<file path="src/hw/rtl/wdr_pkg.sv">
package wdr_pkg;

	// Table geometry and field widths
	localparam int MAX_ENTRIES   = 64;
	localparam int IDX_BITS      = $clog2(MAX_ENTRIES);
	localparam int ADDR_BITS     = IDX_BITS + 1;
	localparam int COUNT_BITS    = 16;
	localparam int RANDOM_BITS   = 16;
	localparam int TOTAL_BITS    = COUNT_BITS + IDX_BITS;
	localparam int SUM_BITS      = TOTAL_BITS + 1;
	localparam int SCALE_BITS    = RANDOM_BITS + TOTAL_BITS;
	localparam int FILL_BITS     = ADDR_BITS + COUNT_BITS;
	localparam int CHOSEN_BITS   = 6;
	localparam int TOKENS_BITS   = 16;
	localparam int ENTRIES_BITS  = 7;
	localparam int CFG_DATA_BITS = 16;
	localparam int CFG_IDX_BITS  = 1;

	// Configuration register indexes
	localparam logic [CFG_IDX_BITS-1:0] REG_TOKENS  = 1'b0;
	localparam logic [CFG_IDX_BITS-1:0] REG_ENTRIES = 1'b1;

	// Register reset values
	localparam logic [TOKENS_BITS-1:0]  TOKENS_RESET  = 16'd8;
	localparam logic [ENTRIES_BITS-1:0] ENTRIES_RESET = 7'd64;

	// Request action codes
	localparam logic ACT_RESTART = 1'b0;
	localparam logic ACT_DRAW    = 1'b1;

	typedef enum logic [2:0] {
		ST_IDLE,
		ST_RELOAD,
		ST_SCALE,
		ST_SCAN,
		ST_DECIDE
	} state_t;

	// Write request into the count table
	typedef struct packed {
		logic                  en;
		logic [IDX_BITS-1:0]   addr;
		logic [COUNT_BITS-1:0] data;
	} cnt_wr_t;

endpackage

</file>
<file path="src/hw/rtl/wdr_count_mem.sv">
module wdr_count_mem (
	input  logic                           clk,
	input  logic                           arst_n,
	input  logic                           clear_all,
	input  wdr_pkg::cnt_wr_t               wr,
	input  logic [wdr_pkg::IDX_BITS-1:0]   rd_addr,
	output logic [wdr_pkg::COUNT_BITS-1:0] rd_data,
	output logic                           rd_hit
);
	import wdr_pkg::*;

	logic [COUNT_BITS-1:0]  mem_q [MAX_ENTRIES];
	logic [MAX_ENTRIES-1:0] vld_q;
	logic [COUNT_BITS-1:0]  rd_data_q;
	logic                   rd_hit_q;

	// Count storage with registered read
	always_ff @(posedge clk) begin
		if (wr.en) begin
			mem_q[wr.addr] <= wr.data;
		end
		rd_data_q <= mem_q[rd_addr];
	end

	// Mark entries written since the last restart; rd_hit tells the reader an entry was written
	always_ff @(posedge clk or negedge arst_n) begin
		if (!arst_n) begin
			vld_q    <= '0;
			rd_hit_q <= 1'b0;
		end else begin
			if (clear_all) begin
				vld_q <= '0;
			end else if (wr.en) begin
				vld_q[wr.addr] <= 1'b1;
			end
			rd_hit_q <= vld_q[rd_addr];
		end
	end

	assign rd_data = rd_data_q;
	assign rd_hit  = rd_hit_q;

endmodule

</file>
<file path="src/hw/rtl/weighted_draw_without_repeat.sv">
// Channel   Handshake           Payload
// request   start / busy        action, random_fraction
// result    done (one cycle)    chosen_index, emitted, exhausted
// config    cfg_we              cfg_index, cfg_wdata
//
// A restart computes the fill total with one multiply.
// A draw passes through a scaling state, a scan of the table entries through the
// single count memory read port (up to 64 entries) and an update state.
// A draw with nothing left answers from idle in the next cycle.
// Reset empties the table at once; no clearing pass is needed.
// The receiver cannot stall: done marks each result for exactly one cycle.
module weighted_draw_without_repeat (
	input  logic                              clk,
	input  logic                              arst_n,
	input  logic                              start,
	output logic                              busy,
	input  logic                              action,
	input  logic [wdr_pkg::RANDOM_BITS-1:0]   random_fraction,
	output logic                              done,
	output logic [wdr_pkg::CHOSEN_BITS-1:0]   chosen_index,
	output logic                              emitted,
	output logic                              exhausted,
	input  logic                              cfg_we,
	input  logic [wdr_pkg::CFG_IDX_BITS-1:0]  cfg_index,
	input  logic [wdr_pkg::CFG_DATA_BITS-1:0] cfg_wdata
);
	import wdr_pkg::*;

	state_t state_q, state_d;

	logic [TOKENS_BITS-1:0]  tokens_cfg_q;
	logic [ENTRIES_BITS-1:0] entries_cfg_q;

	logic [COUNT_BITS-1:0]  load_q;
	logic [ADDR_BITS-1:0]   fill_n_q;
	logic [TOTAL_BITS-1:0]  total_q;
	logic [IDX_BITS-1:0]    last_q;
	logic                   last_vld_q;

	logic [RANDOM_BITS-1:0] frac_q;
	logic [TOTAL_BITS-1:0]  target_q;
	logic [SUM_BITS-1:0]    acc_q;
	logic [ADDR_BITS-1:0]   addr_q;
	logic                   rvalid_s1;
	logic [IDX_BITS-1:0]    idx_s1;
	logic [IDX_BITS-1:0]    chosen_q;
	logic [COUNT_BITS-1:0]  cnt_q;

	logic                   done_q;
	logic [CHOSEN_BITS-1:0] chosen_index_q;
	logic                   emitted_q;
	logic                   exhausted_q;

	logic                   accept;
	logic [ADDR_BITS-1:0]   fill_n_d;
	logic [RANDOM_BITS-1:0] mul_a;
	logic [TOTAL_BITS-1:0]  mul_b;
	logic [SCALE_BITS-1:0]  mul_prod;
	logic [FILL_BITS-1:0]   fill_prod;
	logic [TOTAL_BITS-1:0]  target_d;
	logic [COUNT_BITS-1:0]  rd_data;
	logic                   rd_hit;
	logic [COUNT_BITS-1:0]  eff_cnt;
	logic [SUM_BITS-1:0]    sum;
	logic                   hit;
	logic                   reject;
	logic                   clear_all;
	cnt_wr_t                wr;

	wdr_count_mem u_mem (
		.clk       (clk),
		.arst_n    (arst_n),
		.clear_all (clear_all),
		.wr        (wr),
		.rd_addr   (addr_q[IDX_BITS-1:0]),
		.rd_data   (rd_data),
		.rd_hit    (rd_hit)
	);

	assign busy   = (state_q != ST_IDLE);
	assign accept = start && !busy;

	// Clamp the entry count to the table size
	assign fill_n_d = (entries_cfg_q > ENTRIES_BITS'(MAX_ENTRIES)) ?
		ADDR_BITS'(MAX_ENTRIES) : ADDR_BITS'(entries_cfg_q);

	// Shared multiplier: fill total on reload, target scaling otherwise
	assign mul_a     = (state_q == ST_RELOAD) ? RANDOM_BITS'(fill_n_q) : frac_q;
	assign mul_b     = (state_q == ST_RELOAD) ? TOTAL_BITS'(load_q) : total_q;
	assign mul_prod  = SCALE_BITS'(mul_a) * SCALE_BITS'(mul_b);
	assign fill_prod = mul_prod[FILL_BITS-1:0];
	assign target_d  = mul_prod[SCALE_BITS-1:RANDOM_BITS] + TOTAL_BITS'(1);

	// Untouched entries read as the restart fill value inside the filled range, else as zero
	always_comb begin
		if (rd_hit) begin
			eff_cnt = rd_data;
		end else if (ADDR_BITS'(idx_s1) < fill_n_q) begin
			eff_cnt = load_q;
		end else begin
			eff_cnt = '0;
		end
	end

	// Running sum over the scanned counts
	assign sum    = acc_q + SUM_BITS'(eff_cnt);
	assign hit    = rvalid_s1 && ((sum >= SUM_BITS'(target_q)) ||
		(idx_s1 == IDX_BITS'(MAX_ENTRIES - 1)));
	assign reject = last_vld_q && (chosen_q == last_q);

	// Next state
	always_comb begin
		state_d = state_q;
		case (state_q)
			ST_IDLE: begin
				if (accept) begin
					if (action == ACT_RESTART) begin
						state_d = ST_RELOAD;
					end else if (total_q != '0) begin
						state_d = ST_SCALE;
					end
				end
			end
			ST_RELOAD: state_d = ST_IDLE;
			ST_SCALE:  state_d = ST_SCAN;
			ST_SCAN: begin
				if (hit) begin
					state_d = ST_DECIDE;
				end
			end
			ST_DECIDE: state_d = ST_IDLE;
			default:   state_d = ST_IDLE;
		endcase
	end

	// Table control
	always_comb begin
		clear_all = 1'b0;
		wr.en     = 1'b0;
		wr.addr   = chosen_q;
		wr.data   = cnt_q - COUNT_BITS'(1);
		case (state_q)
			ST_RELOAD: clear_all = 1'b1;
			ST_DECIDE: wr.en = !reject && (cnt_q != '0);
			default:   wr.en = 1'b0;
		endcase
	end

	// Control state, registers and results
	always_ff @(posedge clk or negedge arst_n) begin
		if (!arst_n) begin
			state_q        <= ST_IDLE;
			tokens_cfg_q   <= TOKENS_RESET;
			entries_cfg_q  <= ENTRIES_RESET;
			load_q         <= '0;
			fill_n_q       <= '0;
			total_q        <= '0;
			last_q         <= '0;
			last_vld_q     <= 1'b0;
			rvalid_s1      <= 1'b0;
			addr_q         <= '0;
			done_q         <= 1'b0;
			chosen_index_q <= '0;
			emitted_q      <= 1'b0;
			exhausted_q    <= 1'b0;
		end else begin
			state_q <= state_d;
			done_q  <= 1'b0;

			if (cfg_we) begin
				case (cfg_index)
					REG_TOKENS:  tokens_cfg_q  <= cfg_wdata[TOKENS_BITS-1:0];
					REG_ENTRIES: entries_cfg_q <= cfg_wdata[ENTRIES_BITS-1:0];
					default:     tokens_cfg_q  <= tokens_cfg_q;
				endcase
			end

			case (state_q)
				ST_IDLE: begin
					if (accept && action == ACT_RESTART) begin
						load_q   <= tokens_cfg_q[COUNT_BITS-1:0];
						fill_n_q <= fill_n_d;
					end else if (accept && total_q == '0) begin
						// nothing left to draw
						done_q         <= 1'b1;
						chosen_index_q <= '0;
						emitted_q      <= 1'b0;
						exhausted_q    <= 1'b1;
					end
				end
				ST_RELOAD: begin
					total_q        <= fill_prod[TOTAL_BITS-1:0];
					last_vld_q     <= 1'b0;
					last_q         <= '0;
					done_q         <= 1'b1;
					chosen_index_q <= '0;
					emitted_q      <= 1'b0;
					exhausted_q    <= (fill_prod == '0);
				end
				ST_SCALE: begin
					addr_q    <= '0;
					rvalid_s1 <= 1'b0;
				end
				ST_SCAN: begin
					// advance the read address until the last entry is issued
					if (!addr_q[IDX_BITS]) begin
						addr_q <= addr_q + ADDR_BITS'(1);
					end
					rvalid_s1 <= !addr_q[IDX_BITS] && !hit;
				end
				ST_DECIDE: begin
					if (!reject) begin
						if (cnt_q != '0) begin
							total_q <= total_q - TOTAL_BITS'(1);
						end
						last_q     <= chosen_q;
						last_vld_q <= 1'b1;
					end
					done_q         <= 1'b1;
					chosen_index_q <= CHOSEN_BITS'(chosen_q);
					emitted_q      <= !reject;
					exhausted_q    <= 1'b0;
				end
				default: begin
					rvalid_s1 <= 1'b0;
				end
			endcase
		end
	end

	// Draw datapath
	always_ff @(posedge clk) begin
		if (accept) begin
			frac_q <= random_fraction;
		end
		if (state_q == ST_SCALE) begin
			target_q <= target_d;
			acc_q    <= '0;
		end
		if (state_q == ST_SCAN) begin
			idx_s1 <= addr_q[IDX_BITS-1:0];
			if (rvalid_s1) begin
				acc_q <= sum;
			end
			if (hit) begin
				chosen_q <= idx_s1;
				cnt_q    <= eff_cnt;
			end
		end
	end

	assign done         = done_q;
	assign chosen_index = chosen_index_q;
	assign emitted      = emitted_q;
	assign exhausted    = exhausted_q;

	// A result only shows once the sequencer is back at rest
	assert property (@(posedge clk) disable iff (!arst_n) done |-> !busy)
		else $error("result shown while busy");

	// An accepted request either answers at once or keeps the block busy
	assert property (@(posedge clk) disable iff (!arst_n) accept |=> (busy || done))
		else $error("accepted request dropped");

	// An emitted entry becomes the remembered pick
	assert property (@(posedge clk) disable iff (!arst_n)
		(done && emitted) |-> (last_vld_q && CHOSEN_BITS'(last_q) == chosen_index))
		else $error("emitted entry not recorded as last pick");

	// A scan runs only against a nonzero total
	assert property (@(posedge clk) disable iff (!arst_n)
		(state_q == ST_SCAN) |-> (total_q != '0))
		else $error("scan with empty total");

	// Emitted and exhausted never show together
	assert property (@(posedge clk) disable iff (!arst_n) done |-> !(emitted && exhausted))
		else $error("emitted and exhausted both set");

endmodule

</file>
<file path="config.mk">
export PLATFORM = sky130hd
export DESIGN_NAME = weighted_draw_without_repeat
export DESIGN_NICKNAME = d
export VERILOG_FILES = /design/src/hw/rtl/wdr_pkg.sv /design/src/hw/rtl/wdr_count_mem.sv /design/src/hw/rtl/weighted_draw_without_repeat.sv
export SDC_FILE = /design/constraint.sdc
export NUM_CORES = 2
export LEC_CHECK = 0
export BUFFER_PORTS_ARGS = -buffer_cell sky130_fd_sc_hd__buf_4
export CORE_MARGIN = 2
export CORE_UTILIZATION = 38
export CTS_CLUSTER_DIAMETER = 30
export DETAILED_ROUTE_END_ITERATION = 8
export PLACE_DENSITY_LB_ADDON = 0.08
export SLEW_MARGIN = 20
export SYNTH_ARGS = -nofsm -noshare
export SYNTH_HDL_FRONTEND = slang
export SYNTH_HIERARCHICAL = 1
export SYNTH_SLANG_ARGS = --single-unit
</file>
<file path="constraint.sdc">
create_clock -name clk -period 10.44 [get_ports clk]
set_input_delay 2.088 -clock clk [delete_from_list [all_inputs] [get_ports clk]]
set_output_delay 2.088 -clock clk [all_outputs]
set_load 0.005 [all_outputs]
</file>
# Yosys cells after proc, flatten, opt, wreduce, memory -nomap -nowiden
# Memories as Yosys holds them, arrays and structs flattened. A register that Yosys moved wholly into a read port is not among the register bits.
# Cells that the tools add are included.
[totals] ff_bits=249 latch_bits=0 ramBits=1024 mem_bits_ro=0 output_inout_bits=10 n_memories=1
[op_classes] addsub=5 n_mul=1 div_mod_pow=0 n_lt_le_gt_ge=6 n_eq_ne=14 shift=0 mux=45 bitwise=3 n_reduce_logical=34
[memory_table] memory="u_mem.mem_q" depth=64 width=16 rd=1 rd_clocked_by_memory_dff=1 write_ports=1 line="wdr_count_mem.sv:12" rtl="logic [COUNT_BITS-1:0] mem_q [MAX_ENTRIES];"
[ops] cell="two-way mux 64 bit" count=2
[ops] cell="two-way mux 23 bit" count=3
[ops] cell="two-way mux 22 bit" count=3
[ops] cell="OR 64 bit" count=1
[ops] cell="two-way mux 16 bit" count=3
[ops] cell="one-hot mux 22 bit (2 select lines)" count=1
[ops] cell="multiplier 16 x 22 -> 38 bit" count=1
[ops] cell="adder 23 x 16 -> 23 bit" count=1
[ops] cell=">= comparator 23 x 22 -> 1 bit" count=1
[ops] cell="zero test 23 bit" count=1
[ops] cell="adder 22 x 1 -> 22 bit (second input constant)" count=1
[ops] cell="zero test 22 bit" count=1
[ops] cell="nonzero test 22 bit" count=1
[ops] cell="subtractor 22 x 1 -> 22 bit (second input constant)" count=1
[ops] cell="two-way mux 6 bit" count=3
[ops] cell="one-hot mux 6 bit (3 select lines)" count=1
[ops] cell="nonzero test 16 bit" count=1
[ops] cell="subtractor 16 x 1 -> 16 bit (second input constant)" count=1
[ops] cell="< comparator 6 x 7 -> 1 bit (second input constant)" count=2
[ops] cell="two-way mux 7 bit" count=2
[ops] cell="!= test 2 bit (second input constant)" count=7
[ops] cell="one-hot mux 7 bit (2 select lines)" count=1
[ops] cell="two-way mux 1 bit" count=13
[ops] cell="two-way mux 3 bit" count=4
[ops] cell="27 further kinds" count=52

# Longest topological paths before layout
[depth] word_depth=10 mapped_depth=36 mapped_depth_nobuf=32

# Modules after synthesis
# The synthesis kept the hierarchy.
[by_module_without_submodules] module="wdr_count_mem" n_inst=1 cells_per_inst=2079 area_each_um2=42480.7
[by_module_without_submodules] module="weighted_draw_without_repeat" n_inst=1 cells_per_inst=2460 area_each_um2=21859.7

# Worst setup path after synthesis
# Ideal clock, no wire load.
[synth_timing] path_type="reg-to-reg" from="register state_q[2]" to="register exhausted_q (netlist: exhausted)" setup_ns=0.065 arrival_ns=7.988 t_required_ns=10.375 setup_slack_ns=2.387 stages_incl_launch_ff=36 period_less_slack_ns=8.053 path_cell_list="dfrtp_1 -> or3b_1 -> buf_6 -> clkbuf_1 -> clkbuf_1 -> clkbuf_1 -> o21ai_1 -> nand2_1 -> fa_1 -> inv_1 -> fa_1 -> inv_1 -> fa_1 -> inv_1 -> fa_1 -> fa_1 -> inv_1 -> fa_1 -> inv_1 -> ha_1 -> buf_2 -> a21oi_1 -> nand2b_1 -> a211oi_1 -> and4b_1 -> buf_2 -> inv_1 -> ha_1 -> nand4_1 -> or4_1 -> nor3b_1 -> nand4b_1 -> nor3b_2 -> nand4_1 -> nor4b_2 -> o22a_1"
[synth_via] elab_chain_cells=6 elab_cells_between_ends=17
[synth_lines] item="start, declared" line="weighted_draw_without_repeat.sv:29" rtl="state_t state_q, state_d;"
[synth_lines] item="start signal, assigned" line="weighted_draw_without_repeat.sv:167" rtl="state_q <= state_d;"
[synth_lines] item="branches (longest 6 deep; another with multiplier 16 x 22 -> 38 bit)"
[synth_lines] item="end signal, assigned" line="weighted_draw_without_repeat.sv:198" rtl="exhausted_q <= (fill_prod == '0);"
[synth_lines] item="end, declared" line="weighted_draw_without_repeat.sv:52" rtl="logic exhausted_q;"
# Parallel ways; which one is timed is not known.
# A chain may end at the register's enable or synchronous reset.

# Worst setup path after layout
# Same ends and word-level chain as after synthesis.

==> flow_summary.yaml <==
finish:
  nNetsFinal: 5299
  nFillCells: 14882
  final_cell_count_no_fill: 7305
  drive_above_1_share_pct: 21.4
  utilization_pct: 46.8
  areaGrowthSynthToFinish_pct: 22.7
  layout_common_cells: "edfxtp_1, nand2_1, inv_1"
  layout_commonest_cell: "edfxtp_1"
grt:
  gr-total-overflow: 0
  met3_usage_pct: 3.66
  grt_start_max_net_pins: 78
  grt_pass1_vias: 41336
  grtUsageMet2_pct: 37.4
  antenna_found_initial: 6
  grt-busiest-layer: "met2"
  grt.total_usage_pct: 22.8
  grt_pass1_wl_um: 288000
  use_met1_pct: 30.8
placement:
  port_buffers: 47
  dp_hpwl_um: 130000
  place_inst: 6703
  routabilityCongestion: 0.884
worst_setup_path:
  crit_top_cell: "fa_1"
  path_class: "reg2reg"
  crit_fanout: 42
  startpoint: "state_q[2]$_DFFE_PN0P_"
  cp-end-kind: "flop"
  rr_startpoint: "state_q[2]$_DFFE_PN0P_"
  cp_num_cells: 29
  crit_slowest_cell: "fa_1"
  crit_family: "adder cells"
  required_ns: 11.21
  cp-start-kind: "flop"
  crit_arrival_ns: 10.16
  cp_slowest_stage_delay_ns: 0.59
  reg2reg_depth: 29
  path_buf_inv: 5
clocking:
  cts_tree: "yes"
  cts_root_buffer: "clkbuf_16"
  clock-sinks: 1289
  cts_resized: 0
  cts-htree-levels: 5
  clkTransAtPathRegs_ns: 0.04
  cts_max_path_buffers: 4
  clk_latency_ns: 0.93
  numCtsBuffers: 337
  hold_buffers: 0
  post_cts.repair.setup_buffers: 0
logic_synthesis:
  synth_edf_count: 1090
  ys_warn_count: 6
  yosysUniqueCellTypes: 87
  dominantRegCellSynth: "edfxtp_1"
  synth_nets: 5014
  synth.avg_cell_area_sq_um: 14.2
  synthArstFlopShare_pct: 12.4
  synthCells: 4539
  syn_area_sq_um: 64300
  ys_ff_latch: 1289
  seq_area_frac_synth_pct: 58.3
sta:
  fin_skew_ns: 0.100
  worstMarginPinSlew_ns: 1.19
  tns_ns: 0
  hold_viol: 0
  rsz0062_at_grt: "false"
  slew-limit-headroom_pct: 20.6
  min_period_ns: 9.39
  slew_violations: 0
  setup_viol: 0
  fin_crit_sh_pct: 89.9
  max_freq_ghz: 0.107
detailed_routing:
  drc: 0
  drtPass1Iterations: 5
  num_vias: 39298
  drt-initial-drc-count: 3166
  wl_um: 196000
  ant_nets: 0
  vias_per_cell: 5.38
  wl_per_cell_um: 26.8
job:
  cap_viol_max_count: 0
floorplan:
  ios: 48
  die-area_sq_um: 173000
  die-height_um: 415
  die_x_um: 415
  placementRows: 151
  core_sq_um: 169000
  initial_core_util_pct: 38.1
worst_hold_path:
  hold_path.startpoint: "acc_q[2]$_DFF_P_"
  holdPathStages: 2
  hold_class: "reg2reg"
run_status:
  status: "finished clean"
worst register-to-register path, delay by kind of cell, from the launching register on:
family	cells	cell delay, ns
DFF	1	0.46
buffers and inverters	5	0.66
AOI/OAI and AO/OA	5	1.37
and+or+nand+nor	11	3.15
adders and majority gates	8	3.67
routing by layer:
metal  up-vias  share of wire (%)
met5         -             0.0066
met4         2                3.2
met3       335                5.0
met2      1179                 48
met1     20503                 44
li1      17279                  -
cell usage after synthesis (11+ instances only):
cell      number  area share [%]
o221ai_1      14            0.19
and3_1       110             1.1
a21o_1        40            0.47
nand4_1       27            0.26
nor4_1        11            0.11
xor2_1        36            0.49
nand2_1      398             2.3
buf_2         46            0.36
dfxtp_1       39             1.2
fa_1         279             8.7
xnor2_1       48            0.65
a22oi_1       37            0.43
o211ai_1      15            0.18
or3_1         22            0.21
nand3_1       71            0.55
ha_1         158             3.1
o22ai_1       64            0.62
o21ai_1       23            0.18
mux2i_1       99             1.5
edfxtp_1    1090              51
buf_4         26            0.30
o21ai_0       95            0.74
a22o_1        17            0.23
nor3_1        38            0.30
inv_1        382             2.2
o21a_1        13            0.15
a211oi_1      34            0.40
nor2_1       328             1.9
a21oi_1      109            0.85
clkbuf_1     141            0.82
dfrtp_1      158             6.1
nand3b_1      12            0.14
nand2b_1      25            0.24
a211o_1       14            0.19
mux4_2       227             7.9
and2_1        28            0.27
a31oi_1       18            0.18
mux2_2        55            0.96
buf_6         17            0.30
nor2b_1       42            0.41
through the flow:
step	instance area [sq um]	setup WS, ns	hold slack [ns]
6_report	78900	1.05	0.462
5_1_grt	78900	0.495	0.489
4_1_cts	78900	1.06	0.465
3_5_place_dp	67700	1.18	0.458
3_3_place_gp	67700	1.38	0.450
2_1_floorplan	64300	2.39	0.435
flip-flops by register name, summed over array words and instances (netlist names), 16 cells and up:
name / cells
acc_q: 23
cnt_q: 16
frac_q: 16
load_q: 16
target_q: 22
tokens_cfg_q: 16
total_q: 22
u_mem/mem_q: 1024
u_mem/rd_data: 16
u_mem/vld_q: 64
kinds of logic (layout without fill, tap and decap cells):
group	count (synthesis)	after routing	synth area share [%]
mux	383	383	10.5
other cells	0	2	0
fa+ha+maj	437	437	11.8
flops	1289	1289	58.3
compound gates	560	560	5.74
xor+xnor	84	84	1.14
buf+inv	624	1170	4.11
simple gates	1162	1162	8.44
cell type report:
type / instances / area, sq um / share of cell area (%)
Sequential cell: 1289 / 37500 / 47.5
Multi-Input combinational cell: 2626 / 24500 / 31.0
Clock buffer: 409 / 8970 / 11.4
Tap cell: 2218 / 2780 / 3.52
Clock inverter: 191 / 2290 / 2.90
Inverter: 383 / 1440 / 1.82
Timing Repair Buffer: 187 / 1440 / 1.82
Antenna cell: 2 / 5.00 / 0.00634
final timing paths:
kind / endpoint / slack, ns
max in group asynchronous: fill_n_q[3]$_DFFE_PN0P_ / 6.98
min in group asynchronous: u_mem/vld_q[4]$_DFFE_PN0P_ / 1.22
setup / recovery: exhausted$_DFFE_PN0P_ / 1.05
setup reg to reg: exhausted$_DFFE_PN0P_ / 1.05
hold / removal: acc_q[2]$_DFF_P_ / 0.46
hold reg to reg: acc_q[2]$_DFF_P_ / 0.46
Power is left out: the tool's default activity adds up to more than one toggle a clock period on the data nets, which glitch-free logic cannot reach.
